**src/design/msb_ram.sv**
```systemverilog
// generic single-write, single-read ram with registered read data
// depends on nothing
module msb_ram #(
	parameter int WIDTH = 32,
	parameter int DEPTH = 64
) (
	input  logic                     clk,
	input  logic                     we,
	input  logic [$clog2(DEPTH)-1:0] waddr,
	input  logic [WIDTH-1:0]         wdata,
	input  logic [$clog2(DEPTH)-1:0] raddr,
	output logic [WIDTH-1:0]         rdata
);

	logic [WIDTH-1:0] mem [DEPTH];

	always_ff @(posedge clk) begin
		if (we) begin
			mem[waddr] <= wdata;
		end
		rdata <= mem[raddr];
	end

endmodule

```
**config.mk**
```make
export PLATFORM = sky130hd
export DESIGN_NAME = msb_ram
export DESIGN_NICKNAME = d
export VERILOG_FILES = /design/src/design/msb_ram.sv
export SDC_FILE = /design/constraint.sdc
export NUM_CORES = 2
export LEC_CHECK = 0
export ABC_CLOCK_PERIOD_IN_PS = 4530
export BUFFER_PORTS_ARGS = -buffer_cell sky130_fd_sc_hd__buf_2
export CELL_PAD_IN_SITES_DETAIL_PLACEMENT = 0
export CELL_PAD_IN_SITES_GLOBAL_PLACEMENT = 1
export CORE_MARGIN = 1.5
export CORE_UTILIZATION = 50
export DETAILED_ROUTE_END_ITERATION = 12
export PLACE_DENSITY = 0.73
export SETUP_SLACK_MARGIN = 0.4
export SKIP_CTS_REPAIR_TIMING = 1
export SLEW_MARGIN = 40
export SYNTH_ARGS = -nofsm -noshare
export SYNTH_HDL_FRONTEND = slang
export SYNTH_SLANG_ARGS = --single-unit
```
**constraint.sdc**
```tcl
create_clock -name clk -period 4.53 [get_ports clk]
set_input_delay 0.6795 -clock clk [delete_from_list [all_inputs] [get_ports clk]]
set_output_delay 0.6795 -clock clk [all_outputs]
set_load 0.03 [all_outputs]
```
==> results by stage <==
Outcome:
- The flow ran to the end, and the final reports show no timing, DRC or antenna violations.

Layout:
- The final cell count without fillers is slightly below 6000.
- In the layout the commonest cells are edfxtp_1, mux4_2, clkbuf_16, buf_4, mux2i_1.
- In the final layout, the multi-input gates occupy about 0.016 mm².
- The number of nets in the final layout is between 3000 and 4000.
- The register area is between 0.06 and 0.07 mm².
- Of the cells placed in the final design, the portion with a size suffix greater than 1 is 0.304.
- 0 antenna diodes ended up in the layout.
- The layout overhead on the synthesized area is 13.6%.
- The number of filler instances in the final layout is 11178.
- The library cell used most frequently in the layout, excluding fill and tap cells, is edfxtp_1.

Yosys:
- The async set or reset register ratio after synthesis is 0.
- The number of enable flip-flop cells after synthesis is roughly 2000.
- The most used flip-flop cell after synthesis is edfxtp_1.
- Counting every net in the synthesized netlist gives between 3000 and 4000.
- The synthesized area divided by synthesized cell count is around 24 µm².
- The number of synthesized register bits is approximately 2100.
- In this run the cell area of the synthesized design comes to approximately 0.079 mm².
- The total of warnings raised by yosys is 0.
- The synthesized instance count is roughly 3300.
- The count of cell types in the netlist is 34.
- The share of synthesized area occupied by flip-flops and latches is 0.791.

Worst setup path:
- The capturing element type of the critical path is a flop.
- The type of origin of the critical path is an input port.
- STA puts the critical path data required time at 5.20 ns.
- The endpoint of the lowest-slack register-to-register path is rdata[27]$_DFF_P_.
- The worst setup path is of the in -> reg kind.
- For flop-to-flop paths, the worst setup slack is 2.26 ns.
- STA puts the critical path data arrival time at 3.59 ns.
- In this run the worst path has a maximum fanout of 41.
- The critical register-to-register path startpoint is mem[11][27]$_DFFE_PP_.
- The worst reg-to-reg path cell count is 4.

Worst hold path:
- The hold path endpoint is mem[4][1]$_DFFE_PP_.
- The tightest min-delay check is of the in -> reg type.
- The number of cells on the worst hold path is 1.
- The startpoint identified for the worst hold timing path is wdata[1].

Place:
- Routability-driven placement finished with a final weighted congestion of between 0.7 and 0.8.
- Buffers placed on the I/O ports in this run total just under 80.
- After detailed placement, the design holds a cell count of ~5400.
- The final HPWL from detailed placement is ~100000 µm.

Die:
- The floorplan step set the die height to 399 µm.
- The floorplan step set the die width to around 400 µm.
- The total core area is roughly 0.16 mm².
- The number of primary I/O pins is between 70 and 80.
- The initial utilization of the core area, before any placement, comes to 0.503.
- After floorplanning, the core was divided into around 150 placement rows.
- The die covers ~0.16 mm².

Power and ir drop:
- Power spread over the standard cell area amounts to 445 mW/mm².
- The maximum vdd ir drop is between 0.4 and 0.5 mV.
- The static leakage is approximately 28 nW.

Routing:
- The total via count in the routed design is around 37000.
- For this run, design rule violations remaining after detail routing come to 0.
- In the final routed layout, each cell accounts on average for 32.6 µm.
- After the first detailed-routing iteration, the DRC count stood at roughly 5000.
- The first-pass iteration count of the detailed router is 5.
- Using the TritonRoute via totals, the vias-per-cell ratio works out to roughly 6.3.
- Wires add up to between 150000 and 200000 µm.
- The post-detailed-route count of antenna-violating nets is 0.

Flow run:
- The count of max-cap constraint violations is 0.

Timing:
- The transition time at the pin with the least slew margin is ~0.87 ns.
- Setup violations remaining at the end of the flow were counted as 0.
- Setup total negative slack on the finished layout was measured at 0 ns.
- The worst slew margin relative to its limit is 0.421.
- Setup repair after global routing left no endpoint under its margin.
- The upper clock frequency limit is between 0.3 and 0.4 GHz.
- The number of hold violations in the final report is 0.
- Of the available clock period, the critical path in the final layout requires 0.644.
- Across the routed clock network, the largest skew measured is between 0.04 and 0.05 ns.
- The clock period could shrink to around 2.9 ns.
- The number of max-slew violations in the final report came to 0.

Global routing:
- The wire length of the first global-routing pass is around 270000 µm.
- The pin count of the biggest net entering global routing is 67.
- The number of antenna violations at the first check in global routing is 12.
- Across every metal layer, demand over resource in global routing totals 0.242.
- The via count of the first global-routing pass is roughly 37000.
- For this run the aggregate overflow at the end of global routing stands at 0.

Clock tree:
- The clock net in this run drives a total of about 2100 sinks.
- Clock-pin slew was measured on the worst setup and hold paths at about 0.060 ns.
- The H-tree was split into 4 levels.
- The number of buffers on the longest clock path is 3.
- Clock latency on the worst-skew pair, taken at its later pin, is between 0.8 and 0.9 ns.
- The clock root buffer is clkbuf_16.
- The CTS tree is yes.
- TritonCTS created 198 clock buffers.
## critical path, stage by stage
cell and delay [ns]:
buf_8 0.44, buf_4 0.40, buf_4 0.24, mux4_2 0.52, mux4_2 0.47, o22ai_1 0.59, nor2_1 0.13
## flip-flops by register name, indices dropped and copies added, names as in the netlist
register / cells
mem: 2048
rdata: 32
## stage by stage
stage / util / hold WS (ns) / setup slack, ns / power [mW] / instance area (µm²)
2_1_floorplan: - / 0.663 / 0.691 / 22.9 / 78500
3_3_place_gp: 0.529 / 0.746 / 0.877 / 23.8 / 82600
3_5_place_dp: 0.530 / 0.751 / 0.816 / 23.8 / 82700
4_1_cts: 0.571 / 0.172 / 1.67 / 40.0 / 89200
5_1_grt: 0.572 / 0.211 / 1.64 / 40.8 / 89200
6_report: 0.572 / 0.232 / 1.61 / 39.7 / 89200
## worst max-delay path by stage
stage,startpoint,endpoint
after floorplan,waddr[3],mem[48][0]$_DFFE_PP_
after global placement,raddr[0],rdata[27]$_DFF_P_
after detailed placement,raddr[0],rdata[27]$_DFF_P_
after CTS,raddr[0],rdata[27]$_DFF_P_
after global routing,raddr[0],rdata[27]$_DFF_P_
final,raddr[0],rdata[27]$_DFF_P_
## power breakdown
group          switching, mW  leakage (nW)  internal (mW)
clock network           7.11          3.15           9.22
registers              0.108          18.7           21.3
logic                   1.22          5.94          0.736
## area by class of cell
cell class / count / area share
clock buffers: 266 / 0.0606
flip-flops and latches: 2080 / 0.697
multi-input cells: 1062 / 0.179
repair buffers: 243 / 0.0222
well taps: 2058 / 0.0289
clock inverters: 107 / 0.0123
## cells by family (layout without fill, tap and decap cells)
kind of cell	after synthesis	in the layout	synth area share
buffers and inverters	182	616	0.0113
and+or+nand+nor	223	223	0.0127
DFF	2080	2080	0.791
AOI/OAI and AO/OA	202	202	0.0167
muxes	637	637	0.168
## synth_stat cells (15+ instances only)
cell type	n	area, µm²
edfxtp_1	2048	61500
a21oi_1	62	310
o22ai_1	84	526
buf_4	25	188
buf_2	57	285
clkbuf_1	74	278
mux4_2	544	12300
nand2_1	26	97.6
nor2b_1	15	93.8
dfxtp_1	32	641
buf_1	21	78.8
mux2i_1	93	931
o221ai_1	27	236
nor2_1	137	514
## per-layer routing
layer  track usage  wire [µm]  vias up
li1              -          -    14809
met1         0.357      77500    19877
met2         0.374      89900     1873
met3        0.0542      18700      233
met4        0.0575       3760       16
met5             0         82        -
Note: power is estimated with default switching activity, not from simulation.
