### src/design/msb_pkg.sv
// merge sort buffer package: sizes, memory request and result structs
// depends on nothing; used by msb_if, msb_seq and merge_sort_buffer_top
package msb_pkg;

	localparam int MAX_ITEMS   = 64;
	localparam int STORE_DEPTH = 64;
	localparam int DATA_W      = 32;
	localparam int ADDR_W      = $clog2(STORE_DEPTH);
	localparam int CNT_W       = $clog2(STORE_DEPTH + 1);

	typedef logic [DATA_W-1:0] data_t;
	typedef logic [ADDR_W-1:0] addr_t;
	typedef logic [CNT_W-1:0]  cnt_t;

	// one write and one read request to a storage bank
	typedef struct packed {
		logic  we;
		addr_t waddr;
		data_t wdata;
		addr_t raddr;
	} ram_req_t;

	// one result item handed to the output register
	typedef struct packed {
		logic  valid;
		data_t value;
		logic  final_res;
		logic  overflow;
	} result_t;

endpackage

### src/design/msb_seq.sv
// sequencer of the merge sort buffer: load, bottom-up merge passes, readout
// depends on msb_pkg; drives the two storage banks through ram_req_t
module msb_seq (
	input  logic              clk,
	input  logic              arst_n,
	input  logic              in_valid,
	input  msb_pkg::data_t    in_value,
	input  logic              in_last,
	output logic              in_ready,
	input  logic              out_free,
	input  msb_pkg::data_t    rdata_a,
	input  msb_pkg::data_t    rdata_b,
	output msb_pkg::ram_req_t req_a,
	output msb_pkg::ram_req_t req_b,
	output msb_pkg::result_t  emit
);

	localparam logic [2:0] S_LOAD   = 3'd0;
	localparam logic [2:0] S_RUN0   = 3'd1;
	localparam logic [2:0] S_RUN1   = 3'd2;
	localparam logic [2:0] S_RUN2   = 3'd3;
	localparam logic [2:0] S_MERGE  = 3'd4;
	localparam logic [2:0] S_OREAD  = 3'd5;
	localparam logic [2:0] S_OLATCH = 3'd6;

	localparam int POS_W = msb_pkg::CNT_W + 1;

	logic [2:0]          state_q;
	msb_pkg::cnt_t       count_q;
	logic                dropped_q;
	logic                bank_q;
	msb_pkg::cnt_t       width_q;
	msb_pkg::cnt_t       lo_q;
	msb_pkg::cnt_t       mid_q;
	msb_pkg::cnt_t       hi_q;
	msb_pkg::cnt_t       i_q;
	msb_pkg::cnt_t       j_q;
	msb_pkg::cnt_t       k_q;
	msb_pkg::data_t      a_q;
	msb_pkg::data_t      b_q;
	logic                fwd_a_q;
	logic                fwd_b_q;

	msb_pkg::data_t      src_rdata;
	msb_pkg::data_t      a_cur;
	msb_pkg::data_t      b_cur;
	msb_pkg::data_t      pick;
	logic [POS_W-1:0]    mid_sum;
	logic [POS_W-1:0]    hi_sum;
	msb_pkg::cnt_t       mid_n;
	msb_pkg::cnt_t       hi_n;
	msb_pkg::cnt_t       k_inc;
	msb_pkg::cnt_t       i_inc;
	msb_pkg::cnt_t       j_inc;
	logic                has_a;
	logic                has_b;
	logic                take_a;
	logic                accept;
	logic                room;
	logic                run_done;
	logic                last_out;
	msb_pkg::ram_req_t   src_req;
	msb_pkg::ram_req_t   dst_req;

	assign src_rdata = bank_q ? rdata_b : rdata_a;
	assign a_cur     = fwd_a_q ? src_rdata : a_q;
	assign b_cur     = fwd_b_q ? src_rdata : b_q;

	assign mid_sum = {1'b0, lo_q} + {1'b0, width_q};
	assign hi_sum  = {1'b0, lo_q} + {width_q, 1'b0};
	assign mid_n   = (mid_sum > {1'b0, count_q}) ? count_q : mid_sum[msb_pkg::CNT_W-1:0];
	assign hi_n    = (hi_sum > {1'b0, count_q}) ? count_q : hi_sum[msb_pkg::CNT_W-1:0];

	assign k_inc = k_q + msb_pkg::CNT_W'(1);
	assign i_inc = i_q + msb_pkg::CNT_W'(1);
	assign j_inc = j_q + msb_pkg::CNT_W'(1);

	// equal heads take the right run
	assign has_a  = i_q < mid_q;
	assign has_b  = j_q < hi_q;
	assign take_a = has_a && (!has_b || ($signed(a_cur) < $signed(b_cur)));
	assign pick   = take_a ? a_cur : b_cur;

	assign run_done = (k_inc == hi_q);
	assign last_out = (k_inc == count_q);

	assign in_ready = (state_q == S_LOAD);
	assign accept   = in_valid && in_ready;
	assign room     = count_q < msb_pkg::CNT_W'(msb_pkg::MAX_ITEMS);

	// bank requests: reads always go to the source bank, merge writes to the other
	always_comb begin
		src_req = '0;
		dst_req = '0;
		case (state_q)
			S_RUN0: begin
				src_req.raddr = lo_q[msb_pkg::ADDR_W-1:0];
			end
			S_RUN1: begin
				src_req.raddr = mid_q[msb_pkg::ADDR_W-1:0];
			end
			S_MERGE: begin
				src_req.raddr = take_a ? i_inc[msb_pkg::ADDR_W-1:0]
					: j_inc[msb_pkg::ADDR_W-1:0];
				dst_req.we    = 1'b1;
				dst_req.waddr = k_q[msb_pkg::ADDR_W-1:0];
				dst_req.wdata = pick;
			end
			S_OREAD: begin
				src_req.raddr = k_q[msb_pkg::ADDR_W-1:0];
			end
			default: begin
				src_req = '0;
			end
		endcase
	end

	always_comb begin
		if (state_q == S_LOAD) begin
			req_a       = '0;
			req_a.we    = accept && room;
			req_a.waddr = count_q[msb_pkg::ADDR_W-1:0];
			req_a.wdata = in_value;
			req_b       = '0;
		end else if (bank_q) begin
			req_a = dst_req;
			req_b = src_req;
		end else begin
			req_a = src_req;
			req_b = dst_req;
		end
	end

	always_comb begin
		emit.valid     = (state_q == S_OLATCH);
		emit.value     = src_rdata;
		emit.final_res = last_out;
		emit.overflow  = dropped_q;
	end

	always_ff @(posedge clk or negedge arst_n) begin
		if (!arst_n) begin
			state_q   <= S_LOAD;
			count_q   <= '0;
			dropped_q <= 1'b0;
			bank_q    <= 1'b0;
			width_q   <= '0;
			lo_q      <= '0;
			k_q       <= '0;
			fwd_a_q   <= 1'b0;
			fwd_b_q   <= 1'b0;
		end else begin
			case (state_q)
				S_LOAD: begin
					if (accept) begin
						if (room) begin
							count_q <= count_q + msb_pkg::CNT_W'(1);
						end else begin
							dropped_q <= 1'b1;
						end
						if (in_last) begin
							width_q <= msb_pkg::CNT_W'(1);
							lo_q    <= '0;
							bank_q  <= 1'b0;
							state_q <= S_RUN0;
						end
					end
				end
				S_RUN0: begin
					if (width_q >= count_q) begin
						k_q     <= '0;
						state_q <= S_OREAD;
					end else begin
						k_q     <= lo_q;
						state_q <= S_RUN1;
					end
				end
				S_RUN1: begin
					state_q <= S_RUN2;
				end
				S_RUN2: begin
					fwd_a_q <= 1'b0;
					fwd_b_q <= 1'b0;
					state_q <= S_MERGE;
				end
				S_MERGE: begin
					k_q     <= k_inc;
					fwd_a_q <= take_a;
					fwd_b_q <= !take_a;
					if (run_done) begin
						fwd_a_q <= 1'b0;
						fwd_b_q <= 1'b0;
						state_q <= S_RUN0;
						if (hi_q >= count_q) begin
							width_q <= {width_q[msb_pkg::CNT_W-2:0], 1'b0};
							lo_q    <= '0;
							bank_q  <= !bank_q;
						end else begin
							lo_q <= hi_q;
						end
					end
				end
				S_OREAD: begin
					if (out_free) begin
						state_q <= S_OLATCH;
					end
				end
				S_OLATCH: begin
					k_q <= k_inc;
					if (last_out) begin
						count_q   <= '0;
						dropped_q <= 1'b0;
						state_q   <= S_LOAD;
					end else begin
						state_q <= S_OREAD;
					end
				end
				default: begin
					state_q <= S_LOAD;
				end
			endcase
		end
	end

	// run bounds, pointers and head values
	always_ff @(posedge clk) begin
		case (state_q)
			S_RUN0: begin
				mid_q <= mid_n;
				hi_q  <= hi_n;
				i_q   <= lo_q;
				j_q   <= mid_n;
			end
			S_RUN1: begin
				a_q <= src_rdata;
			end
			S_RUN2: begin
				b_q <= src_rdata;
			end
			S_MERGE: begin
				a_q <= a_cur;
				b_q <= b_cur;
				if (take_a) begin
					i_q <= i_inc;
				end else begin
					j_q <= j_inc;
				end
			end
			default: begin
				a_q <= a_q;
			end
		endcase
	end

endmodule

### config.mk
export PLATFORM = sky130hd
export DESIGN_NAME = msb_seq
export DESIGN_NICKNAME = d
export VERILOG_FILES = /design/src/design/msb_pkg.sv /design/src/design/msb_seq.sv
export SDC_FILE = /design/constraint.sdc
export NUM_CORES = 1
export LEC_CHECK = 0
export BUFFER_PORTS_ARGS = -buffer_cell sky130_fd_sc_hd__buf_4
export CAP_MARGIN = 5
export CORE_ASPECT_RATIO = 0.5
export CORE_MARGIN = 3
export CORE_UTILIZATION = 55
export DETAILED_ROUTE_END_ITERATION = 6
export PLACE_DENSITY = 0.81
export SLEW_MARGIN = 20
export SYNTH_ARGS = -nofsm -noshare
export SYNTH_HDL_FRONTEND = slang
export SYNTH_SLANG_ARGS = --single-unit
### constraint.sdc
create_clock -name clk -period 8.9 [get_ports clk]
set_input_delay 1.335 -clock clk [delete_from_list [all_inputs] [get_ports clk]]
set_output_delay 1.335 -clock clk [all_outputs]
set_load 0.005 [all_outputs]
==> reports/metrics.cfg, run 1 <==
[route]
wl_per_cell_microns=19.2
route.detailed.drc=0
wl_microns=30500
dr_wl_met2_microns=15100
vias=9472
routed_via_density=5.97
dr.pass1.iters=5
wl_met3_microns=2240
drt_iter0_markers=704
highest_layer=met4
wl_met1_microns=12400
postRouteAntennaNets=0

[finish]
diodes=0
area_growth_syn_to_layout_pct=23.6
drive_above_1_share=0.220
fillers=1349
design_area_sq_mm=0.0127
layout.nets=1531

[clock_tree]
cts_hold_buf=0
cts-root-buf=clkbuf_16
clock_path_buffers=2
cts_tree=yes
cts_setup_buffers=0
cts_resized=0
clk_pin_slew_worst_paths_ns=0.06
cts.sinks=127
cts_buffers=17
clkLatencyLatePin_ns=0.42
htree_levels=4

[global_route]
antenna_found_initial=0
grt_max_degree=109
grt_use_total=0.293
grt_overflow=0
grt_pass1_vias=9173
grt_pass1_wl_microns=46800

[setup_path]
crit_start=bank_q$_DFFE_PN0P_
critPathMaxStageDelay_ns=0.61
crit_type=flop to primary output
rrSetupSlack_ns=3.93
slowest_stage=dfrtp_2
crit_top_cell=buf_4
rr_worst_depth=15
cp.required_ns=7.57
path_cells=buf_4 > mux2i_1 > nand2_1 > o21ai_0 > inv_1 > ha_1 > nand4_1 > or4_1 > a2111o_1 > a41oi_2 > nor4b_1 > o31ai_4 > buf_4 > mux2_4 > a221oi_2 > nor2_1 > buf_4
cp_data_arrival_time_ns=5.44
r2r_start=bank_q$_DFFE_PN0P_
crit_path_start_kind=flop
cp-end-kind=primary output
worstPathMaxFanout=30

[hold_path]
hold_class=flop to flop
hold_depth=1
worstHoldStart=fwd_b_q$_DFFE_PN0P_

[timing]
finalMaxSlewViolations=0
max_freq_mhz=148
fin_setup_tns_ns=0
holdWs_ns=0.504
max_slew.worst_pin.slew_ns=1.09
min_period_over_period=0.762
finalHoldViolations=0
rsz0062_at_grt=false
finClkSkew_ns=0.00739
fin_crit_ns=6.78
slew_headroom=0.273
setup-violations-final=0

[power]
peakVddDrop_v=0.000131
leakage_nw=6.08
power_density_mw_per_mm2=118
p_total_mw=1.49

[placed_design]
portBuffers=226
globalplace.congestion=0.957
dpl_cell_area_sq_mm=0.0120
dp_hpwl_microns=22000

[die]
placement_rows=34
die_height_microns=103
coreArea_sq_mm=0.0178
die_w_microns=199
initial_core_util=0.575
ios=227
die_area_sq_mm=0.0204

[yosys]
synth_cells=1152
syn_area_sq_mm=0.0102
synth.avg_cell_area_sq_um=8.90
synth-seq-area-share=0.355
yosysWarnings=0
ys.flop_type=edfxtp_1
synth_cell_types=67
async_reset_ff_frac=0.276
syn-num-nets=1343
synth_edf_count=92
ys_ff_latch=127

[status]
status=finished clean

[job]
maxCapViolCount=0

sequential cells by signal, indices dropped and copies added (netlist names), 3 cells and up:
| register | count |
|---|---|
| a_q | 32 |
| state_q | 3 |
| mid_q | 7 |
| hi_q | 7 |
| j_q | 7 |
| i_q | 7 |
| k_q | 7 |
| b_q | 32 |
| count_q | 7 |
| width_q | 7 |
| lo_q | 7 |
kinds of logic after synthesis:
family / after synthesis / synth area share
and+or+nand+nor: 314 / 0.140
AOI/OAI and AO/OA: 320 / 0.199
buffers and inverters: 170 / 0.0698
muxes: 88 / 0.0884
adders and majority gates: 90 / 0.111
DFF: 127 / 0.355
xor gates and xnor gates: 43 / 0.0367
worst max-delay path: cells and delay by family, from the launching register on:
kind,cells,cell delay [ns]
DFF,1,0.61
muxes,2,0.68
buffers and inverters,4,1.14
AOI/OAI and AO/OA,5,1.24
and+or+nand+nor,5,0.99
adders and majority gates,1,0.33
synth_stat cells (11+ instances only):
| cell | n | area share |
|---|---|---|
| a21o_1 | 18 | 0.013 |
| nand2_1 | 152 | 0.056 |
| edfxtp_1 | 92 | 0.27 |
| nor2_1 | 51 | 0.019 |
| nand3_1 | 20 | 0.0098 |
| xor2_1 | 15 | 0.013 |
| a22o_1 | 38 | 0.032 |
| inv_1 | 98 | 0.036 |
| dfrtp_1 | 35 | 0.085 |
| o21ai_1 | 76 | 0.037 |
| mux2i_1 | 71 | 0.069 |
| o21ai_0 | 85 | 0.042 |
| ha_1 | 88 | 0.11 |
| a21oi_1 | 33 | 0.016 |
| nand2b_1 | 11 | 0.0067 |
| clkbuf_1 | 51 | 0.019 |
| xnor2_1 | 28 | 0.024 |
| and2_1 | 45 | 0.027 |
layout make-up:
| class | count | area, sq um | area share |
|---|---|---|---|
| inverters | 102 | 383 | 0.0302 |
| clock inverters | 5 | 31.3 | 0.00247 |
| flip-flops and latches | 127 | 3640 | 0.288 |
| clock buffers | 27 | 598 | 0.0472 |
| multi-input cells | 855 | 5940 | 0.469 |
| repair buffers | 237 | 1780 | 0.140 |
| well taps | 234 | 293 | 0.0231 |
path summary, 6_finish.rpt:
check,end
min in group asynchronous,k_q[5]$_DFFE_PN0P_
min,fwd_b_q$_DFFE_PN0P_
max reg2reg,j_q[1]$_DFFE_PP_
min reg2reg,fwd_b_q$_DFFE_PN0P_
max in group asynchronous,fwd_a_q$_DFFE_PN0P_
max,req_b[1]
per-layer routing:
layer	vias up	track usage
li1	4483	-
met1	4522	0.360
met2	399	0.522
met3	68	0.0568
met4	0	0.109
met5	-	0
layout by cell type, fill, tap and decap left out, types with 4 or more instances in the layout:
cell type,instances
a211oi_1,4
a21o_1,18
a21oi_1,33
a221oi_1,5
a22o_1,38
a22oi_1,7
a31oi_1,4
and2_1,45
buf_4,237
clkbuf_16,21
clkbuf_8,5
dfrtp_1,32
edfxtp_1,92
ha_1,88
inv_1,98
inv_2,4
mux2_1,7
mux2_2,9
mux2i_1,71
nand2_1,151
nand2b_1,11
nand3_1,20
nand4_1,10
nor2_1,49
nor2b_1,6
nor3_1,5
o21a_1,9
o21ai_0,85
o21ai_1,76
o21bai_1,5
o31a_1,4
o31ai_1,4
xnor2_1,28
xor2_1,15
stage by stage:
stage,cells,util,setup WS (ns)
finish,1587,0.711,2.12
global route,1587,0.711,1.74
CTS,1587,0.710,2.10
detailed placement,1555,0.675,2.33
global placement,1555,0.675,2.37
floorplan,1152,-,3.16
where the power goes:
group	switching [mW]	total, mW	internal, mW
Clock	0.266	0.727	0.461
Sequential	0.00238	0.641	0.639
Combinational	0.0552	0.122	0.0668
Total	0.323	1.49	1.17
Power figures use the tool's default switching activity.
==> run 2, diff against run 1 <==
clock period = 6.9 ns   (was 8.9 ns; I/O delays follow)
==> run 2 against run 1 <==
Against the previous run:
- wire length increased by 0.72%
- power increased by 31%
- critical path depth decreased by 2
- largest cell class unchanged
==> reports/metrics.cfg, run 2 (same netlist as run 1, synthesis figures left out) <==
[power]
power.switching_uw=430  ; +33%
pwr-share-clk=0.495  ; +0.007
power_density_mw_per_mm2=154  ; +31%
combPwrFrac=0.081  ; about the same
p_sw_frac=0.220  ; +0.00352
intPower_mw=1.52  ; +30%
seq_power_share=0.425  ; -0.005
peakVddDrop_v=0.000181  ; +38%
leakage_nw=6.08  ; about the same

[placed_design]
globalplace.congestion=0.933  ; -2.5%
post-place-cells=1557  ; +0.13%
portBuffers=226  ; unchanged
dp_hpwl_microns=21900  ; -0.58%

[die]
ios=227  ; unchanged
die_w_microns=199  ; unchanged
placement_rows=34  ; unchanged
die_area_sq_mm=0.0204  ; unchanged
die_height_microns=103  ; unchanged
coreArea_sq_mm=0.0178  ; unchanged
initial_core_util=0.575  ; unchanged

[finish]
final_common_cell=buf_4
diodes=0  ; unchanged
drive_above_1_share=0.221  ; +0.000413
mostFrequentLayoutCells=buf_4 (239), nand2_1 (151), inv_1 (98)
reg.largest.list=a_q: 32 flops, b_q: 32 flops
fillers=1375  ; +1.9%
final_cell_count_no_fill=1589  ; +0.13%
area_growth_syn_to_layout_pct=23.7
layout.nets=1533  ; +0.13%

[timing]
finClkSkew_ns=0.0111  ; +0.00369 ns
finalHoldViolations=0  ; unchanged
min_period_over_period=0.954
setup-violations-final=0  ; unchanged
slew_headroom=0.266  ; -0.00682
fin_setup_tns_ns=0  ; unchanged
rsz0062_at_grt=false
finalMaxSlewViolations=0  ; unchanged
holdWs_ns=0.528  ; +0.0240 ns
max_freq_mhz=152
max_slew.worst_pin.slew_ns=1.10  ; +0.0125 ns
fin_crit_ns=6.58

[clock_tree]
clock_path_buffers=2  ; unchanged
cts_setup_buffers=0  ; unchanged
cts_tree=yes
htree_levels=4  ; unchanged
cts.sinks=127  ; unchanged
cts_buffers=17  ; unchanged
clk_pin_slew_worst_paths_ns=0.06  ; about the same
cts-root-buf=clkbuf_16
clkLatencyLatePin_ns=0.43  ; about the same

[route]
routed_via_density=5.95  ; -0.24%
wl_microns=30700  ; +0.72%
highest_layer=met4
route.detailed.drc=0  ; unchanged
wl_met3_microns=2370  ; +5.9%
wl_met1_microns=12600  ; +1.8%
dr_wl_met2_microns=15000  ; -0.24%
dr.pass1.iters=6  ; +1
wl_per_cell_microns=19.3  ; +0.59%
drt_iter0_markers=784  ; +11%
postRouteAntennaNets=0  ; unchanged
vias=9461  ; -0.12%

[setup_path]
r2r_start=bank_q$_DFFE_PN0P_
cp.required_ns=5.86  ; -1.71 ns
cp-end-kind=primary output
rr_endpoint=j_q[0]$_DFFE_PP_
worstPathMaxFanout=24  ; -20%
crit_path_start_kind=flop
crit_type=flop to primary output
rr_worst_depth=13  ; -2
cp_data_arrival_time_ns=5.55  ; +0.11 ns
rrSetupSlack_ns=2.26  ; -1.67 ns

[global_route]
antenna_found_initial=0  ; unchanged
grt_pass1_wl_microns=47100  ; +0.65%
grt_overflow=0  ; unchanged
grt_max_degree=119  ; +9.2%
grt_use_total=0.295  ; +0.00195
grt_pass1_vias=8940  ; -2.5%

[status]
status=finished clean

[hold_path]
hold_depth=2  ; +1
worstHoldStart=dropped_q$_DFFE_PN0P_
min_to=dropped_q$_DFFE_PN0P_
hold_class=flop to flop

[job]
maxCapViolCount=0  ; unchanged

-- run 2: per-stage QoR --
step | area (sq um) | setup slack, ns | power (mW) | utilization
6_report | 12700 | 0.316 | 1.95 | 0.711
5_1_grt | 12700 | 0.0164 | 2.00 | 0.711
4_1_cts | 12700 | 0.183 | 1.94 | 0.711
3_5_place_dp | 12000 | 0.572 | 0.999 | 0.676
3_3_place_gp | 12000 | 0.719 | 0.995 | 0.676
2_1_floorplan | 10200 | 1.73 | 0.902 | -
-- run 2: layer usage --
layer / GRT usage / up-vias
met5: 0 / -
met4: 0.104 / 0
met3: 0.0568 / 61
met2: 0.511 / 405
met1: 0.377 / 4513
li1: - / 4482
-- run 2: worst max path at each step --
stage	cells past startpoint	end	start
floorplan	17	req_a[1]	bank_q$_DFFE_PN0P_
global placement	16	req_a[22]	rdata_b[30]
detailed placement	16	req_a[22]	rdata_b[30]
CTS	15	req_a[22]	bank_q$_DFFE_PN0P_
global route	15	req_b[23]	bank_q$_DFFE_PN0P_
finish	15	req_a[22]	bank_q$_DFFE_PN0P_
-- run 2: worst max-delay path, cell delays in order (launching register included) --
cell and delay, ns:
dfrtp_4 0.75, mux2i_1 0.44, nand2_1 0.09, o21ai_1 0.18
inv_1 0.09, ha_1 0.31, nand4_1 0.17, or4_1 0.62
a2111o_1 0.38, a41oi_2 0.21, nor4b_1 0.12, o31ai_4 0.56
buf_4 0.48, mux2i_1 0.42, a22o_1 0.18, buf_4 0.11
-- run 2: what timing repair did --
action                     4_1_cts  5_1_grt
resized for setup                0        1
hold buffers                     0        0
setup endpoints to repair        0       48
-- run 2: area by class of cell --
class / instances / area, sq um / share of cell area
multi-input combinational: 855 / 5930 / 0.468
sequential: 127 / 3640 / 0.287
timing repair buffer: 239 / 1790 / 0.141
clock buffer: 25 / 571 / 0.0450
inverter: 102 / 383 / 0.0302
tap: 234 / 293 / 0.0231
clock inverter: 7 / 65.1 / 0.00513
-- run 2: power by group through the flow --
stage | Clock, mW | Sequential, mW | Combinational, mW
6_report | 0.964 | 0.827 | 0.158
5_1_grt | 0.993 | 0.828 | 0.174
4_1_cts | 0.959 | 0.827 | 0.158
3_5_place_dp | 0 | 0.842 | 0.157
3_3_place_gp | 0 | 0.842 | 0.154
2_1_floorplan | 0 | 0.841 | 0.0610
==> run 3, diff against run 2 <==
ABC_AREA = 1   (was not set)
PLACE_DENSITY = 0.77   (was 0.81)
==> run 3 against run 2 <==
Against the previous run:
- the run now ends with DRC left
- sequential share of layout area shrank 1.0 points
- clock skew barely moved
- register-to-register slack lost 0.63 ns
- die area grew 3.1%
- non-clock buffer count down 2
- wire length grew 6.5%
- final cell count grew 24%
- critical endpoint is now req_a[20]
- highest routed layer unchanged
==> reports/metrics.cfg, run 3 <==
[yosys]
synth_cell_types=51  ; -24%
synth_cells=1494  ; +30%
syn-num-nets=1685  ; +25%
ys_ff_latch=127  ; unchanged
yosys-top-cells-count=nand2_1 (449), inv_1 (174), nor2_1 (123)
synth.most_common_cell=nand2_1
synth.avg_cell_area_sq_um=7.08  ; -20%
syn_area_sq_mm=0.0106  ; +3.2%
synth_top_area_frac=0.261  ; -0.00838
synth-seq-area-share=0.344  ; -0.0110
yosysTopAreaCell=edfxtp_1
ys.flop_type=edfxtp_1
synth_edf_count=92  ; unchanged
async_reset_ff_frac=0.276  ; unchanged
ys_top_cells_by_area=edfxtp_1 (26%), nand2_1 (16%), ha_1 (10%)
yosysWarnings=0  ; unchanged

[finish]
mostFrequentLayoutCells=nand2_1 (449), buf_4 (237), inv_1 (172)
reg.largest.list=a_q: 32 flops, b_q: 32 flops
fillers=1589  ; +16%
drive_above_1_share=0.210  ; -0.0106
final_common_cell=nand2_1
area_growth_syn_to_layout_pct=24.2
layout.nets=1882  ; +23%
diodes=0  ; unchanged

[route]
vias=10900  ; +15%
routed_via_density=5.54  ; -6.9%
wl_microns=32700  ; +6.5%
dr.pass1.iters=7  ; +1
postRouteAntennaNets=0  ; unchanged
drt_iter0_markers=916  ; +17%
route.detailed.drc=3  ; +3
wl_per_cell_microns=16.7  ; -14%

[hold_path]
hold_class=flop to flop

[global_route]
top_usage_layer=met2
grt_pass1_vias=10500  ; +17%
grtUsageMet3=0.0606  ; +0.00384
grt_use_total=0.306  ; +0.0108
antenna_found_initial=0  ; unchanged
grt_max_degree=74  ; -38%
use_met2=0.532  ; +0.0212
grt_pass1_wl_microns=52200  ; +11%
use_met1=0.381  ; +0.00413
grt_overflow=0  ; unchanged

[power]
p_total_mw=8.33  ; +330%
peakVddDrop_v=0.000496  ; +170%
leakage_nw=6.70  ; +10%
power_density_mw_per_mm2=634  ; +310%

[placed_design]
dp_hpwl_microns=23400  ; +6.6%
globalplace.congestion=0.928  ; -0.49%
portBuffers=226  ; unchanged

[timing]
slew_headroom=0.290  ; +0.0243
finalHoldViolations=0  ; unchanged
fin_setup_tns_ns=0  ; unchanged
finalMaxSlewViolations=0  ; unchanged
min_period_over_period=0.882  ; -0.0721
rsz0062_at_grt=false
finClkSkew_ns=0.0113  ; +0.000211 ns
max_freq_mhz=164  ; +8.2%
fin_crit_ns=6.09  ; -0.498 ns
setup-violations-final=0  ; unchanged
max_slew.worst_pin.slew_ns=1.06  ; -0.0381 ns

[clock_tree]
cts_resized=0  ; unchanged
cts_setup_buffers=0  ; unchanged
cts_hold_buf=0  ; unchanged
cts_buffers=17  ; unchanged
cts-root-buf=clkbuf_16
clk_pin_slew_worst_paths_ns=0.06  ; about the same
cts_tree=yes
clkLatencyLatePin_ns=0.43  ; about the same
clock_path_buffers=2  ; unchanged
cts.sinks=127  ; unchanged
htree_levels=4  ; unchanged

[die]
coreArea_sq_mm=0.0186  ; +4.4%
placement_rows=35  ; +2.9%
initial_core_util=0.568  ; -0.00664
die_height_microns=104  ; +1.5%
ios=227  ; unchanged
die_w_microns=202  ; +1.5%
die_area_sq_mm=0.0210  ; +3.1%

[setup_path]
worstPathMaxFanout=40  ; +67%
cp.required_ns=5.86  ; about the same
crit_path_start_kind=flop
crit_type=flop to primary output
cp-end-kind=primary output
cp_data_arrival_time_ns=5.05  ; -0.50 ns

[status]
violations=DRC
status=finished, violations left

[job]
maxCapViolCount=0  ; unchanged

[run 3: worst max-delay path: stages, from the launching register on]
cell and delay [ns]:
dfrtp_1 0.34, clkinv_1 0.81, o21ai_0 0.53, inv_1 0.09
ha_1 0.32, nand2_1 0.09, inv_1 0.10, nand3_1 0.12
nor4_1 0.35, nand2_1 0.13, nand3_1 0.13, nand3_4 0.42
nand2_4 0.63, nand2_1 0.11, nand2_1 0.16, o21ai_1 0.07
buf_4 0.18
[run 3: cell families (layout without fill, tap and decap cells)]
logic type,after synthesis,in the layout,share of synthesized area
buf+inv,235,445,0.0885
xor+xnor,21,21,0.0181
fa+ha+maj,90,90,0.108
compound gates,247,247,0.128
simple gates,774,774,0.314
flops,127,127,0.344
[run 3: layout make-up]
cell class	count	area (sq um)	share of cell area
Inverter	176	662	0.0504
Timing Repair Buffer	237	1780	0.135
Multi-Input combinational cell	1132	6040	0.460
Tap cell	259	324	0.0247
Sequential cell	127	3640	0.277
Clock buffer	17	425	0.0324
Clock inverter	15	267	0.0203
[run 3: metrics by stage]
stage | cells | hold WS [ns] | utilization | cell area (sq um) | setup WS, ns
finish | 1963 | 0.513 | 0.706 | 13100 | 0.814
global route | 1963 | 0.560 | 0.706 | 13100 | 0.453
CTS | 1963 | 0.516 | 0.706 | 13100 | 1.01
detailed placement | 1931 | 0.503 | 0.669 | 12400 | 1.52
global placement | 1931 | 0.490 | 0.668 | 12400 | 1.57
floorplan | 1494 | 0.465 | - | 10600 | 2.86
[run 3: layer usage]
layer  wire [microns]  vias to the layer above
li1                 -                     5320
met3             2320                       72
met4              864                        0
met1            13200                     5103
met5                0                        -
met2            16300                      387
[run 3: worst paths after layout]
path / start / end / slack, ns / cells past startpoint
max: fwd_a_q$_DFFE_PN0P_ / req_a[20] / 0.81 / 16
min: dropped_q$_DFFE_PN0P_ / dropped_q$_DFFE_PN0P_ / 0.51 / 2
max reg2reg: fwd_a_q$_DFFE_PN0P_ / j_q[4]$_DFFE_PP_ / 1.63 / 14
min reg2reg: dropped_q$_DFFE_PN0P_ / dropped_q$_DFFE_PN0P_ / 0.51 / 2
max in group asynchronous: arst_n / fwd_b_q$_DFFE_PN0P_ / 5.97 / 1
min in group asynchronous: arst_n / count_q[6]$_DFFE_PN0P_ / 0.56 / 1
[run 3: power by group]
group          total [mW]  internal, mW  switching (mW)
combinational        5.65          2.16            3.49
sequential           1.60          1.33           0.269
clock                1.08         0.713           0.368
